### config.mk
export PLATFORM = sky130hd
export DESIGN_NAME = two_nearest_point_search
export DESIGN_NICKNAME = d
export VERILOG_FILES = /design/src/hw/rtl/tnps_pkg.sv /design/src/hw/rtl/two_nearest_point_search.sv
export SDC_FILE = /design/constraint.sdc
export NUM_CORES = 2
export LEC_CHECK = 0
export BUFFER_PORTS_ARGS = -buffer_cell sky130_fd_sc_hd__buf_4
export CORE_UTILIZATION = 63
export CTS_CLUSTER_DIAMETER = 80
export DETAILED_ROUTE_END_ITERATION = 10
export PLACE_DENSITY = 0.88
export SYNTH_ARGS = -nofsm -noshare
export SYNTH_HDL_FRONTEND = slang
export SYNTH_SLANG_ARGS = --single-unit
### constraint.sdc
create_clock -name clk_i -period 24 [get_ports clk_i]
set_input_delay 1.2 -clock clk_i [delete_from_list [all_inputs] [get_ports clk_i]]
set_output_delay 1.2 -clock clk_i [all_outputs]
set_load 0.01 [all_outputs]
### src/hw/rtl/tnps_pkg.sv
`timescale 1ns / 1ps
// ----------------------------------------------------------------------------
// Two-nearest point search package
// Default sizes shared by the search block and its users.
// ----------------------------------------------------------------------------
package tnps_pkg;

  // Default width of one signed coordinate.
  localparam int unsigned CoordBitsDefault = 20;
  // Default width of a point identifier.
  localparam int unsigned IdBitsDefault = 8;

endpackage

### src/hw/rtl/two_nearest_point_search.sv
`timescale 1ns / 1ps
// ----------------------------------------------------------------------------
// Two-nearest point search
// Scans a stream of candidate points and reports the nearest and the
// second-nearest point id to a query position at the end of each scan.
// ----------------------------------------------------------------------------
// The block takes one candidate point per clock cycle. The result item of a
// scan is presented once its last item has passed both stages. An item first
// lands in an input register; the two coordinate differences are squared by two
// parallel multipliers into a distance register; the final stage adds the
// squares, compares the sum against the kept nearest and second-nearest
// distances and updates them. Only the item marked with tlast produces a
// result item, which sits in an output register; ordinary items keep flowing
// while a result waits, and the pipeline stalls only when a second last item
// reaches the final stage before the previous result has been taken. A point
// whose id equals the excluded id is skipped but still counts towards the
// scan length. Scans of at most one item return the excluded id twice.
module two_nearest_point_search
  import tnps_pkg::*;
#(
  parameter int unsigned COORD_BITS = CoordBitsDefault,
  parameter int unsigned ID_BITS    = IdBitsDefault
) (
  input  logic clk_i,
  input  logic rst_ni,
  input  logic s_axis_tvalid_i,
  output logic s_axis_tready_o,
  // Fields from bit 0 up: point_id, point_x, point_y, query_x, query_y,
  // excluded_id, zero padding.
  input  logic [((2*ID_BITS+4*COORD_BITS+7)/8)*8-1:0] s_axis_tdata_i,
  input  logic s_axis_tlast_i,
  output logic m_axis_tvalid_o,
  input  logic m_axis_tready_i,
  // Fields from bit 0 up: nearest_id, runner_up_id, zero padding.
  output logic [((2*ID_BITS+7)/8)*8-1:0] m_axis_tdata_o
);

  localparam int unsigned OutW  = ((2*ID_BITS+7)/8)*8;
  localparam int unsigned DiffW = COORD_BITS + 1;
  localparam int unsigned DistW = 2*COORD_BITS + 2;

  localparam int unsigned PxLo = ID_BITS;
  localparam int unsigned PyLo = PxLo + COORD_BITS;
  localparam int unsigned QxLo = PyLo + COORD_BITS;
  localparam int unsigned QyLo = QxLo + COORD_BITS;
  localparam int unsigned ExLo = QyLo + COORD_BITS;

  // --------------------------------------------------------------------------
  // Handshake chain
  // --------------------------------------------------------------------------
  logic s1_valid_q, s2_valid_q, out_valid_q;
  logic s2_last_q;
  logic out_free, s2_fire, s2_ready, s1_ready, s1_move, in_fire;

  assign out_free = !out_valid_q || m_axis_tready_i;
  assign s2_fire  = s2_valid_q && (!s2_last_q || out_free);
  assign s2_ready = !s2_valid_q || s2_fire;
  assign s1_move  = s1_valid_q && s2_ready;
  assign s1_ready = !s1_valid_q || s2_ready;
  assign in_fire  = s_axis_tvalid_i && s1_ready;

  assign s_axis_tready_o = s1_ready;

  // --------------------------------------------------------------------------
  // Stage 1: input register
  // --------------------------------------------------------------------------
  logic        [ID_BITS-1:0]    s1_id_q, s1_excl_q;
  logic signed [COORD_BITS-1:0] s1_px_q, s1_py_q, s1_qx_q, s1_qy_q;
  logic                         s1_last_q;

  always_ff @(posedge clk_i or negedge rst_ni) begin
    if (!rst_ni) begin
      s1_valid_q <= 1'b0;
    end else if (s1_ready) begin
      s1_valid_q <= s_axis_tvalid_i;
    end
  end

  always_ff @(posedge clk_i) begin
    if (in_fire) begin
      s1_id_q   <= s_axis_tdata_i[ID_BITS-1:0];
      s1_px_q   <= s_axis_tdata_i[PxLo +: COORD_BITS];
      s1_py_q   <= s_axis_tdata_i[PyLo +: COORD_BITS];
      s1_qx_q   <= s_axis_tdata_i[QxLo +: COORD_BITS];
      s1_qy_q   <= s_axis_tdata_i[QyLo +: COORD_BITS];
      s1_excl_q <= s_axis_tdata_i[ExLo +: ID_BITS];
      s1_last_q <= s_axis_tlast_i;
    end
  end

  // Absolute differences fit in one bit more than a coordinate.
  logic signed [DiffW-1:0] diff_x, diff_y;
  logic        [DiffW-1:0] abs_x, abs_y;

  always_comb begin
    diff_x = {s1_px_q[COORD_BITS-1], s1_px_q} - {s1_qx_q[COORD_BITS-1], s1_qx_q};
    diff_y = {s1_py_q[COORD_BITS-1], s1_py_q} - {s1_qy_q[COORD_BITS-1], s1_qy_q};
    abs_x  = diff_x[DiffW-1] ? DiffW'(-diff_x) : DiffW'(diff_x);
    abs_y  = diff_y[DiffW-1] ? DiffW'(-diff_y) : DiffW'(diff_y);
  end

  // --------------------------------------------------------------------------
  // Stage 2: squared differences, then compare and update
  // --------------------------------------------------------------------------
  logic [DistW-1:0]   s2_sqx_q, s2_sqy_q;
  logic [ID_BITS-1:0] s2_id_q, s2_excl_q;

  always_ff @(posedge clk_i or negedge rst_ni) begin
    if (!rst_ni) begin
      s2_valid_q <= 1'b0;
    end else if (s2_ready) begin
      s2_valid_q <= s1_valid_q;
    end
  end

  always_ff @(posedge clk_i) begin
    if (s1_move) begin
      s2_sqx_q  <= abs_x * abs_x;
      s2_sqy_q  <= abs_y * abs_y;
      s2_id_q   <= s1_id_q;
      s2_excl_q <= s1_excl_q;
      s2_last_q <= s1_last_q;
    end
  end

  // Kept scan state.
  logic [DistW-1:0]   best_dist_q, best_dist_d, sec_dist_q, sec_dist_d;
  logic [ID_BITS-1:0] best_idx_q, best_idx_d, sec_idx_q, sec_idx_d;
  logic               best_vld_q, best_vld_d, sec_vld_q, sec_vld_d;
  logic [1:0]         seen_q, seen_d;

  logic [DistW-1:0]   cand_dist;
  logic [ID_BITS-1:0] near_id, second_id;
  logic               short_scan;

  always_comb begin
    cand_dist   = s2_sqx_q + s2_sqy_q;
    best_dist_d = best_dist_q;
    best_idx_d  = best_idx_q;
    best_vld_d  = best_vld_q;
    sec_dist_d  = sec_dist_q;
    sec_idx_d   = sec_idx_q;
    sec_vld_d   = sec_vld_q;

    if (s2_id_q != s2_excl_q) begin
      // A tie never displaces the kept point that it ties with.
      if (!best_vld_q || cand_dist < best_dist_q) begin
        sec_dist_d  = best_dist_q;
        sec_idx_d   = best_idx_q;
        sec_vld_d   = best_vld_q;
        best_dist_d = cand_dist;
        best_idx_d  = s2_id_q;
        best_vld_d  = 1'b1;
      end else if (!sec_vld_q || cand_dist < sec_dist_q) begin
        sec_dist_d = cand_dist;
        sec_idx_d  = s2_id_q;
        sec_vld_d  = 1'b1;
      end
    end

    seen_d     = (seen_q == 2'd2) ? 2'd2 : seen_q + 2'd1;
    // After counting this item the scan holds at most one item.
    short_scan = (seen_q == 2'd0);

    if (short_scan) begin
      near_id   = s2_excl_q;
      second_id = s2_excl_q;
    end else begin
      near_id   = best_vld_d ? best_idx_d : s2_excl_q;
      second_id = sec_vld_d ? sec_idx_d : near_id;
    end
  end

  always_ff @(posedge clk_i or negedge rst_ni) begin
    if (!rst_ni) begin
      best_dist_q <= '1;
      best_idx_q  <= '0;
      best_vld_q  <= 1'b0;
      sec_dist_q  <= '1;
      sec_idx_q   <= '0;
      sec_vld_q   <= 1'b0;
      seen_q      <= 2'd0;
    end else if (s2_fire) begin
      if (s2_last_q) begin
        best_dist_q <= '1;
        best_idx_q  <= '0;
        best_vld_q  <= 1'b0;
        sec_dist_q  <= '1;
        sec_idx_q   <= '0;
        sec_vld_q   <= 1'b0;
        seen_q      <= 2'd0;
      end else begin
        best_dist_q <= best_dist_d;
        best_idx_q  <= best_idx_d;
        best_vld_q  <= best_vld_d;
        sec_dist_q  <= sec_dist_d;
        sec_idx_q   <= sec_idx_d;
        sec_vld_q   <= sec_vld_d;
        seen_q      <= seen_d;
      end
    end
  end

  // --------------------------------------------------------------------------
  // Output register
  // --------------------------------------------------------------------------
  logic [ID_BITS-1:0] out_near_q, out_second_q;
  logic               out_load;

  assign out_load = s2_fire && s2_last_q;

  always_ff @(posedge clk_i or negedge rst_ni) begin
    if (!rst_ni) begin
      out_valid_q <= 1'b0;
    end else if (out_load) begin
      out_valid_q <= 1'b1;
    end else if (m_axis_tready_i) begin
      out_valid_q <= 1'b0;
    end
  end

  always_ff @(posedge clk_i) begin
    if (out_load) begin
      out_near_q   <= near_id;
      out_second_q <= second_id;
    end
  end

  assign m_axis_tvalid_o = out_valid_q;
  assign m_axis_tdata_o  = OutW'({out_second_q, out_near_q});

endmodule
==> results by group <==
Outcome
  • Outcome: completed

Synth
  • Sequential share of the synthesized area: 21.4%
  • Area contributors post-synth: fa_1 (29%), edfxtp_1 (15%), ha_1 (13%), inv_1 (8.4%), dfstp_2 (5.2%)
  • Main synth FF type: edfxtp_1
  • Synth area leader: fa_1
  • Mean Syn Cell Area: ~9.6 µm²
  • Cells after synthesis: 4,443
  • Synth cell count leaders: inv_1 (959), fa_1 (622), ha_1 (462)
  • Count of different cell masters after synthesis: about 110
  • Synth Warn #: 0
  • Synthesized flop and latch total: approximately 320
  • Ys async rst share: 33.5%
  • Post-Syn Area: 42,900 µm²
  • Count leader, synth: inv_1
  • EDFF count, synth: 212
  • Post-synth top area share: 29.1%

Clocking
  • Hold-fix buffers at CTS: 0
  • Root buffer cell: clkbuf_16
  • Post-CTS Resized: 0
  • CTS tree: built
  • H-tree levels: 2
  • Clock sinks: 319
  • Clock Tree Buf Depth: 3
  • Num CTS Buffers: 38
  • Post-CTS Setup Inserts: 0
  • Skew-Pair Late Insertion Delay: 0.59 ns
  • Clk pin slew, worst setup/hold paths: 0.06 ns

Global routing
  • Congestion Overflow GR: 0
  • Antenna violations before repair: 0
  • First-pass GRT wire length: approximately 170,000 µm
  • Pin count of the biggest net entering global routing: 83
  • Vias in the first global route: 34,900
  • Total GRT Usage: 30.6%

Drt
  • 1st-iter DRT viols: 3,107
  • Initial DRT Pass Iterations: 9
  • WL per Instance: 18.8 µm
  • Number of remaining DRC errors: 0
  • Via-to-Cell Ratio: 5.95
  • Post-route ant nets: 0
  • Final WL: about 100,000 µm
  • Vias: 32,500

Placement
  • Cells after DPL: 5,390
  • GP Congestion: 0.962
  • Hpwl dp: 81,000 µm
  • Placed inst area: 44,900 µm²
  • Buffers on Ports: approximately 120

Floorplan
  • Die X: 263 µm
  • Placeable Area: 67,300 µm²
  • Die Height: 263 µm
  • Die ar.: 69,100 µm²
  • Std-Cell Rows: 95
  • # IOs: approximately 120
  • Initial core utilization: 63.7%

STA
  • Final min period: 11.38 ns
  • Final period utilization: between 40% and 50%
  • Clk_skew: 0.0243 ns
  • Measured slew at the worst slew-check pin: 1.28 ns
  • RSZ-0062 raised after global routing: no
  • Slew headroom: 14.3%
  • Slew Limit Fails: 0
  • Final Hold Violating Endpoints: 0
  • Setup Total Neg Slack: 0 ns
  • Setup Viol. Count Final: 0
  • F_max: 87.9 MHz

Flow run
  • Max_cap viols: 0

Finish
  • Share of cells above drive strength 1: 8.04%
  • Design area: 46,200 µm²
  • Filler cells: 4,765
  • Post-Layout Cell Count: 5,460
  • Layout net count: 5,742
  • Antenna cells: 0
  • Area Growth Syn to Fin: 7.78%

Setup path
  • CP Capture Type: flip-flop
  • CP Data Required Time: 24.45 ns
  • Slowest cell on the critical path: xnor2_1
  • Critical path class: reg -> reg
  • Crit-path most repeated cell: fa_1
  • Worst Path Arrival: approximately 12 ns
  • CP peak stage delay: about 0.98 ns
  • Reg2reg path depth: 33
  • CP max FO: 15
  • CP startpoint kind: flip-flop

Min path
  • Worst hold path class: reg -> reg
  • Hold depth: 0
-- stage by stage --
| step | utilization [%] | worst slack, ns | hold WS [ns] |
|---|---|---|---|
| floorplan | - | 14.46 | 0.400 |
| global placement | 66.7 | 13.14 | 0.403 |
| detailed placement | 66.7 | 12.84 | 0.405 |
| CTS | 68.6 | 12.79 | 0.419 |
| global route | 68.6 | 12.28 | 0.420 |
| finish | 68.6 | 12.62 | 0.419 |
-- final timing paths --
kind	from	end	slack, ns
max	s1_qy_q[0]$_DFFE_PP_	s2_sqy_q[40]$_DFFE_PP_	12.62
min reg2reg	s1_id_q[4]$_DFFE_PP_	s2_id_q[4]$_DFFE_PP_	0.42
max in group asynchronous	rst_ni	sec_idx_q[7]$_DFFE_PN0P_	22.13
min in group asynchronous	rst_ni	sec_idx_q[5]$_DFFE_PN0P_	0.60
max reg2reg	s1_qy_q[0]$_DFFE_PP_	s2_sqy_q[40]$_DFFE_PP_	12.62
min	s1_id_q[4]$_DFFE_PP_	s2_id_q[4]$_DFFE_PP_	0.42
-- worst max-delay path, delay by kind of cell, from the launching register on --
family	cells	cell delay (ns)
xor+xnor	1	0.98
simple gates	7	2.02
fa+ha+maj	10	4.11
buf+inv	5	1.16
flops	1	0.37
compound gates	10	2.60
-- cells in the final DEF (no fill, tap or decap), types with 17 or more instances in the layout --
cell / count
conb_1: 32
fa_1: 622
o21a_1: 36
inv_1: 959
a22o_1: 23
nand4_1: 28
ha_1: 462
and3_1: 26
edfxtp_1: 212
xor2_1: 73
nor3_1: 39
a21o_1: 86
clkbuf_16: 39
and2_1: 17
nor2_1: 372
a21oi_1: 215
o21ai_0: 94
nand2b_1: 35
nor2b_1: 21
buf_4: 164
a211oi_1: 30
nand2_1: 367
dfrtp_1: 23
a31oi_1: 31
nand3_1: 43
dfstp_2: 84
xnor2_1: 112
-- flip-flops by register name, summed over array words and instances (netlist names), 20 cells and up --
register,cells
s2_sqy_q,41
sec_dist_q,42
s2_sqx_q,41
s1_qx_q,20
s1_px_q,20
s1_py_q,20
best_dist_q,42
s1_qy_q,20
-- cell families after synthesis --
family | synth area share, %
flip-flops | 21.4
AND/OR/NAND/NOR | 10.5
XOR/XNOR | 4.11
AO/OA/AOI/OAI | 11.6
multiplexers | 0.315
other | 0.0175
buffers and inverters | 9.61
adder cells (fa/ha/maj) | 42.5
-- metal layers --
| layer | GRT usage, % | up-vias | share of wire, % |
|---|---|---|---|
| met5 | 0 | - | 0 |
| met4 | 13.2 | 0 | 4.2 |
| met3 | 6.66 | 389 | 9.2 |
| met2 | 53.0 | 1529 | 50 |
| met1 | 36.8 | 16000 | 37 |
| li1 | - | 14600 | - |
-- area by class of cell --
type / instances / area [µm²] / area share, %
Timing Repair Buffer: 164 / 1230 / 2.67
Sequential cell: 319 / 9150 / 19.8
Multi-Input combinational cell: 3065 / 29800 / 64.4
Inverter: 969 / 3640 / 7.88
Clock buffer: 48 / 1050 / 2.27
Tap cell: 873 / 1090 / 2.37
Clock inverter: 22 / 275 / 0.596
Power is not shown: default switching activity piles up to over one toggle a cycle in this logic, so the estimate is an artifact.
